File: src/dbts_pkg.sv
// ----------------------------------------------------------------------------
// dbts_pkg
// Shared types, codes and widths for the debounced edge timestamp capture.
// ----------------------------------------------------------------------------
package dbts_pkg;

  localparam int unsigned DEF_MAX_INPUTS  = 16;
  localparam int unsigned DEF_QUEUE_DEPTH = 64;

  localparam int unsigned TICK_W    = 32;
  localparam int unsigned INDEX_W   = 8;
  localparam int unsigned ACTIVE_W  = 5;
  localparam int unsigned QLEN_W    = 7;
  localparam int unsigned SLOT_IN_W = 4;
  localparam int unsigned CFG_AW    = 4;
  localparam int unsigned CFG_DW    = 32;

  typedef enum logic [1:0] {
    ACT_PIN_CHANGE = 2'd0,
    ACT_POP        = 2'd1,
    ACT_CLR_TIMERS = 2'd2,
    ACT_CLR_QUEUE  = 2'd3
  } action_e;

  typedef enum logic [2:0] {
    ST_ACCEPTED  = 3'd0,
    ST_SAME      = 3'd1,
    ST_DEBOUNCED = 3'd2,
    ST_BAD_INDEX = 3'd3,
    ST_OVERRUN   = 3'd4,
    ST_POPPED    = 3'd5,
    ST_EMPTY     = 3'd6,
    ST_CLEARED   = 3'd7
  } status_e;

  typedef enum logic [2:0] {
    CH_BAD_INDEX = 3'd0,
    CH_SAME      = 3'd1,
    CH_BOUNCE    = 3'd2,
    CH_FALL      = 3'd3,
    CH_RISE      = 3'd4
  } chan_kind_e;

  typedef enum logic [1:0] {
    REG_DEBOUNCE = 2'd0,
    REG_ACTIVE   = 2'd1,
    REG_QLEN     = 2'd2
  } reg_idx_e;

  typedef struct packed {
    logic [1:0]         action;
    logic [INDEX_W-1:0] input_index;
    logic               level;
    logic [TICK_W-1:0]  low_tick;
    logic [TICK_W-1:0]  high_tick;
  } in_item_t;

  typedef struct packed {
    status_e              status;
    logic [SLOT_IN_W-1:0] event_input;
    logic [TICK_W-1:0]    event_low_tick;
    logic [TICK_W-1:0]    event_low_prev;
    logic [TICK_W-1:0]    event_high_tick;
    logic [TICK_W-1:0]    event_high_prev;
    logic                 first_lap;
    logic [TICK_W-1:0]    overrun_total;
  } out_item_t;

  typedef struct packed {
    logic [TICK_W-1:0]   debounce_ticks;
    logic [ACTIVE_W-1:0] active_inputs;
    logic [QLEN_W-1:0]   queue_length;
  } cfg_t;

  // One queued rising edge.
  typedef struct packed {
    logic [SLOT_IN_W-1:0] input_id;
    logic [TICK_W-1:0]    low_tick;
    logic [TICK_W-1:0]    low_prev;
    logic [TICK_W-1:0]    high_tick;
    logic [TICK_W-1:0]    high_prev;
  } slot_t;

  typedef struct packed {
    chan_kind_e        kind;
    logic [TICK_W-1:0] low_prev;
    logic [TICK_W-1:0] high_prev;
  } chan_res_t;

  typedef struct packed {
    logic push;
    logic pop;
    logic clr;
  } queue_op_t;

  typedef struct packed {
    logic              overrun;
    logic              popped;
    logic [TICK_W-1:0] overrun_next;
  } queue_stat_t;

endpackage

File: src/dbts_chan.sv
// ----------------------------------------------------------------------------
// dbts_chan
// Per-input level and timestamp state with the debounce decision.
// ----------------------------------------------------------------------------
module dbts_chan import dbts_pkg::*; #(
  parameter int unsigned MAX_INPUTS = DEF_MAX_INPUTS
) (
  input  logic               clk_i,
  input  logic               rst_ni,
  input  logic               upd_i,
  input  logic               clr_i,
  input  in_item_t           item_i,
  input  logic [INDEX_W-1:0] eff_inputs_i,
  input  logic [TICK_W-1:0]  debounce_i,
  output chan_res_t          res_o
);

  localparam int unsigned IDX_W = (MAX_INPUTS > 1) ? $clog2(MAX_INPUTS) : 1;

  logic              level_q     [MAX_INPUTS];
  logic [TICK_W-1:0] change_q    [MAX_INPUTS];
  logic [TICK_W-1:0] rise_low_q  [MAX_INPUTS];
  logic [TICK_W-1:0] rise_high_q [MAX_INPUTS];

  logic [IDX_W-1:0]  idx;
  logic              in_range;
  logic [TICK_W-1:0] gap;
  logic              bounce;
  chan_kind_e        kind;

  assign idx      = item_i.input_index[IDX_W-1:0];
  assign in_range = item_i.input_index < eff_inputs_i;
  // Wrapping difference since the last accepted change of this input.
  assign gap      = item_i.low_tick - change_q[idx];
  assign bounce   = (debounce_i != '0) && (gap < debounce_i);

  always_comb begin
    if (!in_range) begin
      kind = CH_BAD_INDEX;
    end else if (item_i.level == level_q[idx]) begin
      kind = CH_SAME;
    end else if (bounce) begin
      kind = CH_BOUNCE;
    end else if (item_i.level) begin
      kind = CH_RISE;
    end else begin
      kind = CH_FALL;
    end
  end

  assign res_o.kind      = kind;
  assign res_o.low_prev  = rise_low_q[idx];
  assign res_o.high_prev = rise_high_q[idx];

  always_ff @(posedge clk_i or negedge rst_ni) begin
    if (!rst_ni) begin
      for (int i = 0; i < MAX_INPUTS; i++) begin
        level_q[i]     <= 1'b0;
        change_q[i]    <= '0;
        rise_low_q[i]  <= '0;
        rise_high_q[i] <= '0;
      end
    end else if (clr_i) begin
      for (int i = 0; i < MAX_INPUTS; i++) begin
        if (INDEX_W'(i) < eff_inputs_i) begin
          level_q[i]     <= 1'b0;
          change_q[i]    <= '0;
          rise_low_q[i]  <= '0;
          rise_high_q[i] <= '0;
        end
      end
    end else if (upd_i && (kind == CH_RISE || kind == CH_FALL)) begin
      level_q[idx]  <= item_i.level;
      change_q[idx] <= item_i.low_tick;
      if (kind == CH_RISE) begin
        rise_low_q[idx]  <= item_i.low_tick;
        rise_high_q[idx] <= item_i.high_tick;
      end
    end
  end

endmodule

File: config.mk
export PLATFORM = sky130hd
export DESIGN_NAME = dbts_chan
export DESIGN_NICKNAME = d
export VERILOG_FILES = /design/src/dbts_pkg.sv /design/src/dbts_chan.sv
export SDC_FILE = /design/constraint.sdc
export NUM_CORES = 2
export LEC_CHECK = 0
export BUFFER_PORTS_ARGS = -buffer_cell sky130_fd_sc_hd__buf_2
export CAP_MARGIN = 20
export CELL_PAD_IN_SITES_DETAIL_PLACEMENT = 1
export CELL_PAD_IN_SITES_GLOBAL_PLACEMENT = 1
export CORE_MARGIN = 2
export CORE_UTILIZATION = 46
export CTS_CLUSTER_SIZE = 24
export DETAILED_ROUTE_END_ITERATION = 16
export PLACE_DENSITY_LB_ADDON = 0.1
export SLEW_MARGIN = 0
export SYNTH_ARGS = -nofsm -noshare
export SYNTH_HDL_FRONTEND = slang
export SYNTH_SLANG_ARGS = --single-unit
File: constraint.sdc
create_clock -name clk_i -period 10.31 [get_ports clk_i]
set_input_delay 2.062 -clock clk_i [delete_from_list [all_inputs] [get_ports clk_i]]
set_output_delay 2.062 -clock clk_i [all_outputs]
set_load 0.05 [all_outputs]
==> metrics.yaml <==
clock_network:
  path_clk_slew_ps: 60
  clock-root-buffer: "clkbuf_16"
  cts_tree: "yes"
  clkLatencyLatePin_ps: 810
  clk_path_buf_depth: 3
  clock-sinks: 1552
  h-tree-depth: 4
  cts_hold_buf: 0
  numCtsBuffers: 175
global_route:
  grt_use_met2: 0.549
  busiest_layer: "met2"
  use_met1: 0.475
  grt_max_degree: 189
  grtUsageMet3: 0.0615
  antenna_found_initial: 8
  grt_pass1_wl_um: 413000
  grt_overflow: 0
  grt.total_usage: 0.344
  grt_pass1_vias: 60800
sta:
  fin_crit_ps: 10000
  finClkSkew_ps: 43.1
  fin_tns_setup_ps: 0
  setup_violations: 0
  hold_violations: 0
  timing.final.crit_share: 0.970
  fin_ws_ps: 309
  slew_viol_final: 0
  worst_slew_pin_slew_ps: 1260
  max_freq_ghz: 0.100
  fin_hold_ws_ps: 472
  slew_headroom: 0.163
yosys:
  synth-seq-cells: 1552
  synth.area.top_cells: "dfrtp_1 53%, mux4_2 15%, o21ai_0 9.0%"
  synth_ff_type: "dfrtp_1"
  ys_warn_count: 0
  ys_seq_area_frac: 0.532
  synthDistinctLibCells: 68
  synth_nets: 6785
  synth_edf_count: 0
  synth_top_cell_by_area: "dfrtp_1"
  synth_cells: 6595
  yosys.area.top_type_share: 0.532
  async_reset_ff_frac: 1.00
  syn_area_um2: 73000
  syn_avg_cell_area_um2: 11.1
power_and_ir_drop:
  power_leakage_nw: 34.9
  p_sw_mw: 3.50
  peakVddDrop_mv: 0.164
  p_sw_frac: 0.255
  pwr-share-comb: 0.078
  clockPowerShare: 0.475
  power_density_nw_per_um2: 167
  p_seq_frac: 0.447
  intPower_mw: 10.2
detailed_routing:
  drt_iter0_markers: 5301
  vias: 57400
  drt-wirelength-per-cell_um: 31.8
  firstDrtPassIters: 7
  drt-total-wl_um: 277000
  antenna_left: 0
  drc: 0
  vias_per_cell: 6.60
floorplanning:
  die_w_um: 402
  coreArea_um2: 158000
  placement_rows: 146
  io_pins: 186
  die_area_um2: 162000
  die_y_um: 402
  start_util: 0.462
cells_and_area:
  nNetsFinal: 6670
  area_delta_synth_final_pct: 12.8
  regArea_um2: 38800
  drive_above_1_share: 0.189
  fin_cells: 8701
  post-route-util: 0.521
  multi_input_area_um2: 31700
  fillers: 16400
worst_setup_path:
  crit_fanout: 27
  end_kind: "output pin"
  critPathRequiredTime_ps: 8250
  start_kind: "input port"
  critical_path_class: "in2out"
  critPathArrivalTime_ps: 7940
placement:
  dpl.cell_count: 8370
  dp_hpwl_um: 154000
  place_ws_ps: -299
  gp_congestion: 0.846
  port_buffers: 183
run_status:
  outcome: "finished, final reports clean"
run:
  maxCapViolations: 0
hold_path:
  hp-class: "reg2reg"
-- cells in the final DEF (no fill, tap or decap), drive strengths merged, types with 9 or more instances in the layout --
cell     Yosys  layout
nor2        39      39
a21o        33      33
a31o        33      33
a31oi        9       9
xnor2       22      22
a22oi      294     294
nand2     1390    1390
a211oi      11      11
xor2         9       9
o311ai      31      31
nor3        13      13
buf        143     366
inv         83      86
bufinv       0      11
nor4        14      14
a21oi       47      47
nand4        9       9
or3         12      12
o2bb2ai    160     160
ha          70      70
mux4       485     485
o31ai       98      98
nand3       38      38
dfrtp     1552    1552
nand2b       9       9
clkbuf     515     268
o21ai     1413    1413
clkinv       1      41
-- stage by stage --
step	power (mW)	cell area, µm²
finish	13.7	82300
floorplan	6.77	73000
global route	14.1	82300
global placement	7.30	76100
detailed placement	7.31	76100
CTS	13.8	82200
-- cells by family after synthesis --
logic type,share of synthesized area
AO/OA/AOI/OAI,0.178
flip-flops,0.532
AND/OR/NAND/NOR,0.0832
buffers and inverters,0.0403
multiplexers,0.150
adder cells (fa/ha/maj),0.0123
XOR/XNOR,0.00372
-- layout make-up --
cell class / instances / area share
clock inverter: 57 / 0.00803
inverter: 84 / 0.00389
antenna: 1 / 0.0000304
clock buffer: 268 / 0.0655
multi-input combinational: 4301 / 0.385
tap: 2072 / 0.0315
timing repair buffer: 366 / 0.0337
sequential: 1552 / 0.472
-- cell usage after synthesis, drive strengths merged, types with 3 or more instances --
cell     count
o311ai      31
nor2b        8
mux4       485
nand2     1390
o2111ai      7
nor3        13
nand2b       9
nor2        39
xnor2       22
nand4        9
a21o        33
dfrtp     1552
xor2         9
inv         83
o211ai       8
nor4        14
clkbuf     515
o31ai       98
and2         4
a31oi        9
a22oi      294
o21ai     1413
a211oi      11
o2bb2ai    160
buf        143
and3         3
o21a         3
a21oi       47
or2          5
nand3       38
ha          70
a21boi       3
a31o        33
o21bai       3
or3         12
-- critical path, cell delays in order --
cell      delay, ps
buf_12          230
buf_4           230
mux4_2          530
mux4_2          460
inv_1           170
ha_1            330
a21o_1          220
a21o_1          170
a21oi_1         200
o21ai_0         130
a221o_1         430
o211ai_1        280
a31oi_1         180
a21o_1          200
a21oi_1         170
xnor2_1          90
ha_1            310
nand4_1         110
buf_4           180
a21oi_2         150
nor3_4           90
buf_4           180
buf_4           170
a211oi_4        280
buf_12          190
buf_12          140
-- flip-flops by register name, summed over array words and instances (netlist names) --
signal / flops
change_q: 512
level_q: 16
rise_high_q: 512
rise_low_q: 512
-- path summary, 6_finish.rpt --
path / from / endpoint / slack [ps] / depth (start not counted)
min: level_q[9] / level_q[9] / 470 / 2
min reg2reg: level_q[9] / level_q[9] / 470 / 2
max in group asynchronous: rst_ni / rise_low_q[120] / 6670 / 3
max reg2reg: change_q[420] / rise_high_q[236] / 2150 / 29
max: item_i[65] / res_o[66] / 310 / 26
min in group asynchronous: rst_ni / rise_high_q[345] / 1290 / 1
-- power by group through the flow --
stage          registers, mW  logic (mW)  clock network (mW)
6_report                6.14        1.07                6.53
2_1_floorplan           6.25       0.522                   0
5_1_grt                 6.15        1.13                6.86
4_1_cts                 6.14        1.06                6.62
3_3_place_gp            6.25        1.04                   0
3_5_place_dp            6.25        1.05                   0
-- layer usage --
layer / wire [µm] / vias to the layer above
li1: - / 23700
met1: 115000 / 30800
met2: 130000 / 2353
met3: 20800 / 608
met4: 10200 / 8
met5: 56 / -
-- what timing repair did --
| item | CTS | global route |
|---|---|---|
| endpoints found under the setup margin | 3 | 3 |
| gates resized for setup | 5 | 5 |
| pin swaps | 2 | 2 |
| buffers inserted | 1 | 2 |
No activity file was read; power rests on OpenSTA's default activity.
