File: config.mk
export PLATFORM = sky130hd
export DESIGN_NAME = dbts_cfg
export DESIGN_NICKNAME = d
export VERILOG_FILES = /design/src/dbts_pkg.sv /design/src/dbts_cfg.sv
export SDC_FILE = /design/constraint.sdc
export NUM_CORES = 1
export LEC_CHECK = 0
export BUFFER_PORTS_ARGS = -buffer_cell sky130_fd_sc_hd__buf_4
export CAP_MARGIN = 20
export CORE_MARGIN = 1.5
export CORE_UTILIZATION = 47
export CTS_BUF_LIST = sky130_fd_sc_hd__clkbuf_16
export DETAILED_ROUTE_END_ITERATION = 8
export PLACE_DENSITY = 0.85
export SLEW_MARGIN = 0
export SYNTH_ARGS = -nofsm -noshare
export SYNTH_HDL_FRONTEND = slang
export SYNTH_SLANG_ARGS = --single-unit
File: constraint.sdc
create_clock -name clk_i -period 3.7 [get_ports clk_i]
set_input_delay 0.74 -clock clk_i [delete_from_list [all_inputs] [get_ports clk_i]]
set_output_delay 0.74 -clock clk_i [all_outputs]
set_load 0.05 [all_outputs]
File: src/dbts_pkg.sv
// ----------------------------------------------------------------------------
// dbts_pkg
// Shared types, codes and widths for the debounced edge timestamp capture.
// ----------------------------------------------------------------------------
package dbts_pkg;

  localparam int unsigned DEF_MAX_INPUTS  = 16;
  localparam int unsigned DEF_QUEUE_DEPTH = 64;

  localparam int unsigned TICK_W    = 32;
  localparam int unsigned INDEX_W   = 8;
  localparam int unsigned ACTIVE_W  = 5;
  localparam int unsigned QLEN_W    = 7;
  localparam int unsigned SLOT_IN_W = 4;
  localparam int unsigned CFG_AW    = 4;
  localparam int unsigned CFG_DW    = 32;

  typedef enum logic [1:0] {
    ACT_PIN_CHANGE = 2'd0,
    ACT_POP        = 2'd1,
    ACT_CLR_TIMERS = 2'd2,
    ACT_CLR_QUEUE  = 2'd3
  } action_e;

  typedef enum logic [2:0] {
    ST_ACCEPTED  = 3'd0,
    ST_SAME      = 3'd1,
    ST_DEBOUNCED = 3'd2,
    ST_BAD_INDEX = 3'd3,
    ST_OVERRUN   = 3'd4,
    ST_POPPED    = 3'd5,
    ST_EMPTY     = 3'd6,
    ST_CLEARED   = 3'd7
  } status_e;

  typedef enum logic [2:0] {
    CH_BAD_INDEX = 3'd0,
    CH_SAME      = 3'd1,
    CH_BOUNCE    = 3'd2,
    CH_FALL      = 3'd3,
    CH_RISE      = 3'd4
  } chan_kind_e;

  typedef enum logic [1:0] {
    REG_DEBOUNCE = 2'd0,
    REG_ACTIVE   = 2'd1,
    REG_QLEN     = 2'd2
  } reg_idx_e;

  typedef struct packed {
    logic [1:0]         action;
    logic [INDEX_W-1:0] input_index;
    logic               level;
    logic [TICK_W-1:0]  low_tick;
    logic [TICK_W-1:0]  high_tick;
  } in_item_t;

  typedef struct packed {
    status_e              status;
    logic [SLOT_IN_W-1:0] event_input;
    logic [TICK_W-1:0]    event_low_tick;
    logic [TICK_W-1:0]    event_low_prev;
    logic [TICK_W-1:0]    event_high_tick;
    logic [TICK_W-1:0]    event_high_prev;
    logic                 first_lap;
    logic [TICK_W-1:0]    overrun_total;
  } out_item_t;

  typedef struct packed {
    logic [TICK_W-1:0]   debounce_ticks;
    logic [ACTIVE_W-1:0] active_inputs;
    logic [QLEN_W-1:0]   queue_length;
  } cfg_t;

  // One queued rising edge.
  typedef struct packed {
    logic [SLOT_IN_W-1:0] input_id;
    logic [TICK_W-1:0]    low_tick;
    logic [TICK_W-1:0]    low_prev;
    logic [TICK_W-1:0]    high_tick;
    logic [TICK_W-1:0]    high_prev;
  } slot_t;

  typedef struct packed {
    chan_kind_e        kind;
    logic [TICK_W-1:0] low_prev;
    logic [TICK_W-1:0] high_prev;
  } chan_res_t;

  typedef struct packed {
    logic push;
    logic pop;
    logic clr;
  } queue_op_t;

  typedef struct packed {
    logic              overrun;
    logic              popped;
    logic [TICK_W-1:0] overrun_next;
  } queue_stat_t;

endpackage

File: src/dbts_cfg.sv
// ----------------------------------------------------------------------------
// dbts_cfg
// APB register file: debounce interval, active input count, queue length.
// ----------------------------------------------------------------------------
module dbts_cfg import dbts_pkg::*; (
  input  logic              clk_i,
  input  logic              rst_ni,
  input  logic              psel,
  input  logic              penable,
  input  logic              pwrite,
  input  logic [CFG_AW-1:0] paddr,
  input  logic [CFG_DW-1:0] pwdata,
  output logic [CFG_DW-1:0] prdata,
  output logic              pready,
  output cfg_t              cfg_o,
  output logic              qlen_wr_o
);

  cfg_t     cfg_q;
  logic     qlen_wr_q;
  logic     wr_en;
  reg_idx_e reg_idx;

  assign pready  = 1'b1;
  assign wr_en   = psel && penable && pwrite;
  assign reg_idx = reg_idx_e'(paddr[CFG_AW-1:2]);

  always_ff @(posedge clk_i or negedge rst_ni) begin
    if (!rst_ni) begin
      cfg_q     <= '0;
      qlen_wr_q <= 1'b0;
    end else begin
      qlen_wr_q <= 1'b0;
      if (wr_en) begin
        case (reg_idx)
          REG_DEBOUNCE: cfg_q.debounce_ticks <= pwdata;
          REG_ACTIVE:   cfg_q.active_inputs  <= pwdata[ACTIVE_W-1:0];
          REG_QLEN: begin
            cfg_q.queue_length <= pwdata[QLEN_W-1:0];
            qlen_wr_q          <= 1'b1;
          end
          default: ;
        endcase
      end
    end
  end

  always_comb begin
    case (reg_idx)
      REG_DEBOUNCE: prdata = cfg_q.debounce_ticks;
      REG_ACTIVE:   prdata = CFG_DW'(cfg_q.active_inputs);
      REG_QLEN:     prdata = CFG_DW'(cfg_q.queue_length);
      default:      prdata = '0;
    endcase
  end

  assign cfg_o     = cfg_q;
  assign qlen_wr_o = qlen_wr_q;

endmodule

==> impl_metrics.env, run 1 <==
export IMPL_status="finished, final reports clean"
export IMPL_syn_num_nets=189
export IMPL_place_congestion=0.719
export IMPL_io_buffers=115
export IMPL_post_dp_hpwl_um=3650
export IMPL_wl_per_cell_um=15.6
export IMPL_synth_compound_area_frac=0.0124
export IMPL_clk_pin_slew_worst_paths_ns=0.06
export IMPL_gr_total_overflow=0
export IMPL_finalSetupTns_ns=0
export IMPL_synth_top_cell_area_share=0.556
export IMPL_min_period_over_period=0.663
export IMPL_antenna_found_initial=0
export IMPL_p_sw_frac=0.426
export IMPL_cellPowerDensity_nw_per_um2=701
export IMPL_worstMarginPinSlew_ns=0.579
export IMPL_hold_slack_ns=0.458
export IMPL_routed_wl_um=4910
export IMPL_synth_adder_area_share=0
export IMPL_startpoint_type="input port"
export IMPL_ff_latch_area_um2=1130
export IMPL_muxShareOfSynthArea=0.279
export IMPL_power_switching_w=0.000919
export IMPL_hold_viol=0
export IMPL_fin_crit_ns=2.45
export IMPL_synth_top_family_by_area="multiplexers"
export IMPL_grt_util_all_layers=0.215
export IMPL_cts_buffers=5
export IMPL_cts_tree="built"
export IMPL_syn_to_final_growth_pct=51.9
export IMPL_n_fill_cell=257
export IMPL_max_freq_mhz=408
export IMPL_synth_simple_area_share=0.124
export IMPL_p_int_w=0.00124
export IMPL_path_max_fanout=12
export IMPL_multi_input_area_um2=845
export IMPL_seq_power_share=0.322
export IMPL_htreeDepth=2
export IMPL_max_cap_violations=0
export IMPL_syn_avg_cell_area_um2=13.7
export IMPL_finalSetupViolations=0
export IMPL_clock_sinks=45
export IMPL_placementRows=23
export IMPL_syn_inst=148
export IMPL_io_pins=119
export IMPL_die_area_um2=4710
export IMPL_dr_pass1_iters=4
export IMPL_layout_cells_non_filler=315
export IMPL_synth_xor_area_frac=0
export IMPL_nets=305
export IMPL_initial_core_util=0.499
export IMPL_rsz0062_at_grt="no"
export IMPL_post_cts_buffers=0
export IMPL_p_comb_frac=0.455
export IMPL_setup_slack_ns=1.25
export IMPL_slew_headroom=0.614
export IMPL_synth_warning_count=0
export IMPL_coreArea_um2=4060
export IMPL_finClkSkew_ns=0
export IMPL_ctsRootBufferMaster="clkbuf_16"
export IMPL_drv_slew=0
export IMPL_route_detailed_drc=0
export IMPL_via_per_inst=4.91
export IMPL_die_x_um=68.6
export IMPL_synth_area_leader_cell="dfrtp_1"
export IMPL_grt_pass1_vias=1494
export IMPL_clkPwrFrac=0.223
export IMPL_pre_cts_ws_ns=1.28
export IMPL_clk_path_buf_depth=2
export IMPL_placedCellCount=307
export IMPL_netlist_area_um2=2020
export IMPL_num_vias=1546
export IMPL_crit_required_ns=2.96
export IMPL_drive_gt1_frac=0.638
export IMPL_p_leak_nw=1.55
export IMPL_grt_pass1_wl_um=7360
export IMPL_ant_nets=0
export IMPL_path_class="input port to primary output"
export IMPL_antenna_cells=0
export IMPL_ys_seq_elements=45
export IMPL_final_core_util=0.758
export IMPL_end_kind="primary output"
export IMPL_drt_initial_drc_count=114
export IMPL_insertion_delay_ns=0.27
export IMPL_ir_worst_vdd_mv=0.393
export IMPL_holdBufCountCts=0
export IMPL_ys_top_cells_by_area="dfrtp_1 (56%), mux2_2 (23%), and2_1 (7.7%)"
export IMPL_yosysSeqAreaShare=0.556
export IMPL_cts_resized=0
export IMPL_worst_hold_path_type="input port to async pin"
export IMPL_die_h_um=68.6
export IMPL_worstPathArrival_ns=1.71
export IMPL_ys_types=18
export IMPL_grt_max_degree=46
through the flow:
stage | instance area [um^2] | total power (W)
3_3_place_gp | 2910 | 0.00167
5_1_grt | 3070 | 0.00224
3_5_place_dp | 2910 | 0.00169
4_1_cts | 3070 | 0.00217
2_1_floorplan | 2020 | 0.00136
6_report | 3070 | 0.00215
path summary, 6_finish.rpt:
kind,from,to,slack (ns),depth (start not counted)
max in group asynchronous,rst_ni,cfg_o[14]$_DFFE_PN0P_,2.84,1
hold reg to reg,cfg_o[40]$_DFFE_PN0P_,cfg_o[40]$_DFFE_PN0P_,0.52,1
min in group clk_i,cfg_o[40]$_DFFE_PN0P_,cfg_o[40]$_DFFE_PN0P_,0.52,1
setup reg to reg,cfg_o[22]$_DFFE_PN0P_,cfg_o[22]$_DFFE_PN0P_,2.91,1
setup / recovery,paddr[3],prdata[1],1.25,5
hold / removal,rst_ni,cfg_o[41]$_DFFE_PN0P_,0.46,1
synthesized netlist by cell type:
| cell type | number |
|---|---|
| buf_2 | 1 |
| o21ai_0 | 5 |
| nand3_2 | 1 |
| dfrtp_1 | 45 |
| conb_1 | 1 |
| and2_1 | 25 |
| clkbuf_1 | 2 |
| buf_4 | 4 |
| buf_6 | 1 |
| nor2_1 | 3 |
| nor3_4 | 1 |
| nand2_1 | 5 |
| mux2_1 | 2 |
| nor2b_1 | 1 |
| mux2i_1 | 7 |
| nor3b_2 | 1 |
| nor3b_4 | 1 |
| mux2_2 | 42 |
metal layers:
layer,up-vias,wire [um],global-route usage
met2,51,2660,0.364
li1,731,-,-
met1,752,1910,0.263
met3,12,205,0.0390
met4,0,141,0.108
met5,-,0,0
power by group through the flow:
stage,clock network [W],logic (W),registers [W]
6_report,0.000481,0.000980,0.000694
5_1_grt,0.000511,0.00102,0.000711
4_1_cts,0.000490,0.000988,0.000696
3_5_place_dp,0,0.000986,0.000704
3_3_place_gp,0,0.000973,0.000698
2_1_floorplan,0,0.000277,0.00108
critical path: stages:
cell and delay, ns:
buf_4 0.18, nor2b_1 0.36, nand2_1 0.09, o21ai_0 0.10, buf_4 0.24
cells in the final DEF (no fill, tap or decap), drive strengths merged:
cell    count
and2       25
o21ai       5
nor3b       2
inv         1
mux2       44
mux2i       7
clkinv      1
clkbuf      5
nand3       1
bufinv      1
buf       117
conb        1
nor2b       1
nor2        3
dfrtp      45
nor3        1
nand2       5
layout make-up:
cell class,count,area share
sequential,45,0.366
timing repair buffer,117,0.286
multi-input combinational,95,0.275
clock buffer,5,0.0407
tap,50,0.0204
clock inverter,3,0.0122
kinds of logic after synthesis:
logic type | Yosys count
buf+inv | 8
other cells | 1
mux | 51
compound gates | 5
flops | 45
simple gates | 38
registers in the layout, summed over array words and instances (netlist names):
register / count
cfg_o: 44
qlen_wr_o: 1
Note: power is estimated with default switching activity, not from simulation.
==> run 2: changes to the inputs <==
--- a/config.mk
+++ b/config.mk
@@ -8,10 +8,10 @@
 export BUFFER_PORTS_ARGS = -buffer_cell sky130_fd_sc_hd__buf_4
 export CAP_MARGIN = 20
 export CORE_MARGIN = 1.5
-export CORE_UTILIZATION = 47
+export CORE_UTILIZATION = 43
 export CTS_BUF_LIST = sky130_fd_sc_hd__clkbuf_16
 export DETAILED_ROUTE_END_ITERATION = 8
-export PLACE_DENSITY = 0.85
+export PLACE_DENSITY = 0.79
 export SLEW_MARGIN = 0
 export SYNTH_ARGS = -nofsm -noshare
 export SYNTH_HDL_FRONTEND = slang
==> constraint.sdc (replaced) <==
create_clock -name clk_i -period 2.4 [get_ports clk_i]
set_input_delay 0.48 -clock clk_i [delete_from_list [all_inputs] [get_ports clk_i]]
set_output_delay 0.48 -clock clk_i [all_outputs]
set_load 0.05 [all_outputs]
==> run 2 against run 1 <==
  * The run now ends with design-rule violations left
  * Count of clock-buffer cells in the layout did not move
  * Via count grew 3.2%
  * Combinational power rose by 55%
  * Core utilization decreased by 6.3 points
  * Critical endpoint unchanged
  * Highest routed layer unchanged
==> impl_metrics.env, run 2 (same netlist as run 1, synthesis figures left out) <==
export IMPL_status="complete, but fails checks"
export IMPL_violations="design-rule violations"
export IMPL_grt_pass1_wl_um=7710
export IMPL_worstMarginPinSlew_ns=0.569
export IMPL_nets=307
export IMPL_endpoint="prdata[1]"
export IMPL_r2r_end="cfg_o[40]$_DFFE_PN0P_"
export IMPL_critPathMostFrequentCell="buf_4"
export IMPL_path_depth=5
export IMPL_clk_pin_slew_worst_paths_ns=0.05
export IMPL_path_class="input port to primary output"
export IMPL_final_common_cell="buf_4"
export IMPL_ff2ff_path_depth=1
export IMPL_layout_cells_non_filler=318
export IMPL_insertion_delay_ns=0.27
export IMPL_p_leak_nw=1.56
export IMPL_dr_pass1_iters=9
export IMPL_slowest_delay_ns=0.35
export IMPL_place_congestion=0.708
export IMPL_max_freq_mhz=529
export IMPL_wl_per_cell_um=15.7
export IMPL_ff_latch_area_um2=1130
export IMPL_post_dp_hpwl_um=3620
export IMPL_clock_sinks=45
export IMPL_crit_required_ns=1.92
export IMPL_placedCellCount=311
export IMPL_grt_util_all_layers=0.194
export IMPL_initial_core_util=0.456
export IMPL_via_per_inst=5.02
export IMPL_finClkSkew_ns=0
export IMPL_max_cap_violations=0
export IMPL_io_pins=119
export IMPL_post_cts_buffers=0
export IMPL_clk_path_buf_depth=2
export IMPL_routed_wl_um=4980
export IMPL_die_x_um=71.6
export IMPL_htreeDepth=2
export IMPL_worst_hold_path_type="input port to async pin"
export IMPL_antenna_cells=0
export IMPL_ir_worst_vdd_mv=0.539
export IMPL_ant_nets=0
export IMPL_cts_buffers=5
export IMPL_fin_crit_ns=1.89
export IMPL_drv_slew=0
export IMPL_largest_reg_flops=44
export IMPL_worst_path_max_delay_cell="nor2b_1"
export IMPL_min_period_over_period=0.787
export IMPL_end_kind="primary output"
export IMPL_critical_path_top_delay_family="simple AND/OR/NAND/NOR gates"
export IMPL_drt_initial_drc_count=68
export IMPL_cts_resized=0
export IMPL_worstPathArrival_ns=1.41
export IMPL_grt_max_degree=46
export IMPL_cellPowerDensity_nw_per_um2=1080
export IMPL_grt_pass1_vias=1586
export IMPL_startpoint_type="input port"
export IMPL_syn_to_final_growth_pct=52.6
export IMPL_coreArea_um2=4440
export IMPL_r2r_slack_ns=1.60
export IMPL_path_max_fanout=12
export IMPL_placementRows=24
export IMPL_io_buffers=115
export IMPL_num_vias=1596
export IMPL_hold_slack_ns=0.193
export IMPL_ctsRootBufferMaster="clkbuf_16"
export IMPL_cts_tree="built"
export IMPL_gr_total_overflow=0
export IMPL_die_h_um=71.6
export IMPL_finalSetupTns_ns=0
export IMPL_hold_viol=0
export IMPL_rsz0062_at_grt="no"
export IMPL_layout_common_cells="buf_4 (119), dfrtp_1 (45), mux2_2 (42)"
export IMPL_multi_input_area_um2=845
export IMPL_slew_headroom=0.620
export IMPL_finalSetupViolations=0
export IMPL_n_fill_cell=356
export IMPL_route_detailed_drc=3
export IMPL_holdBufCountCts=0
export IMPL_rr_startpoint="cfg_o[40]$_DFFE_PN0P_"
export IMPL_worst_path_buf_inv=2
export IMPL_die_area_um2=5130
export IMPL_path_cells="buf_4, nor2b_1, nand2_1, o21ai_0, buf_4"
export IMPL_drive_gt1_frac=0.647
export IMPL_antenna_found_initial=0
export IMPL_crit_start="paddr[3]"
==> run 2: worst min path at each step <==
stage	end	cells after the start	slack, ns	start
global route	cfg_o[28]$_DFFE_PN0P_	1	0.25	rst_ni
detailed placement	cfg_o[40]$_DFFE_PN0P_	1	0.50	cfg_o[40]$_DFFE_PN0P_
floorplan	cfg_o[0]$_DFFE_PN0P_	0	0.18	rst_ni
finish	cfg_o[14]$_DFFE_PN0P_	1	0.19	rst_ni
global placement	cfg_o[40]$_DFFE_PN0P_	1	0.50	cfg_o[40]$_DFFE_PN0P_
CTS	cfg_o[36]$_DFFE_PN0P_	1	0.22	rst_ni
==> run 2: routing by layer <==
| layer | routed length (um) | GRT usage |
|---|---|---|
| met1 | 2060 | 0.243 |
| met2 | 2460 | 0.329 |
| met5 | 0 | 0 |
| met4 | 47 | 0.0629 |
| met3 | 414 | 0.0506 |
==> run 2: report_power, final <==
| part | total (W) | switching [W] | internal [W] | leakage, nW |
|---|---|---|---|---|
| combinational | 0.00152 | 0.00103 | 0.000490 | 0.925 |
| sequential | 0.00107 | 0.000136 | 0.000934 | 0.553 |
| clock | 0.000745 | 0.000262 | 0.000483 | 0.0797 |
==> run 2: metrics by stage <==
step	setup WS, ns	instance area [um^2]	util	power [W]
floorplan	0.0613	2020	-	0.00209
global placement	0.548	2930	0.659	0.00257
detailed placement	0.504	2930	0.659	0.00260
CTS	0.500	3090	0.695	0.00336
global route	0.406	3090	0.695	0.00345
finish	0.510	3090	0.695	0.00333
==> run 2: layout make-up <==
type,instances,area share
multi-input combinational,95,0.273
clock buffer,5,0.0405
tap,52,0.0211
timing repair buffer,119,0.289
sequential,45,0.365
clock inverter,2,0.0113
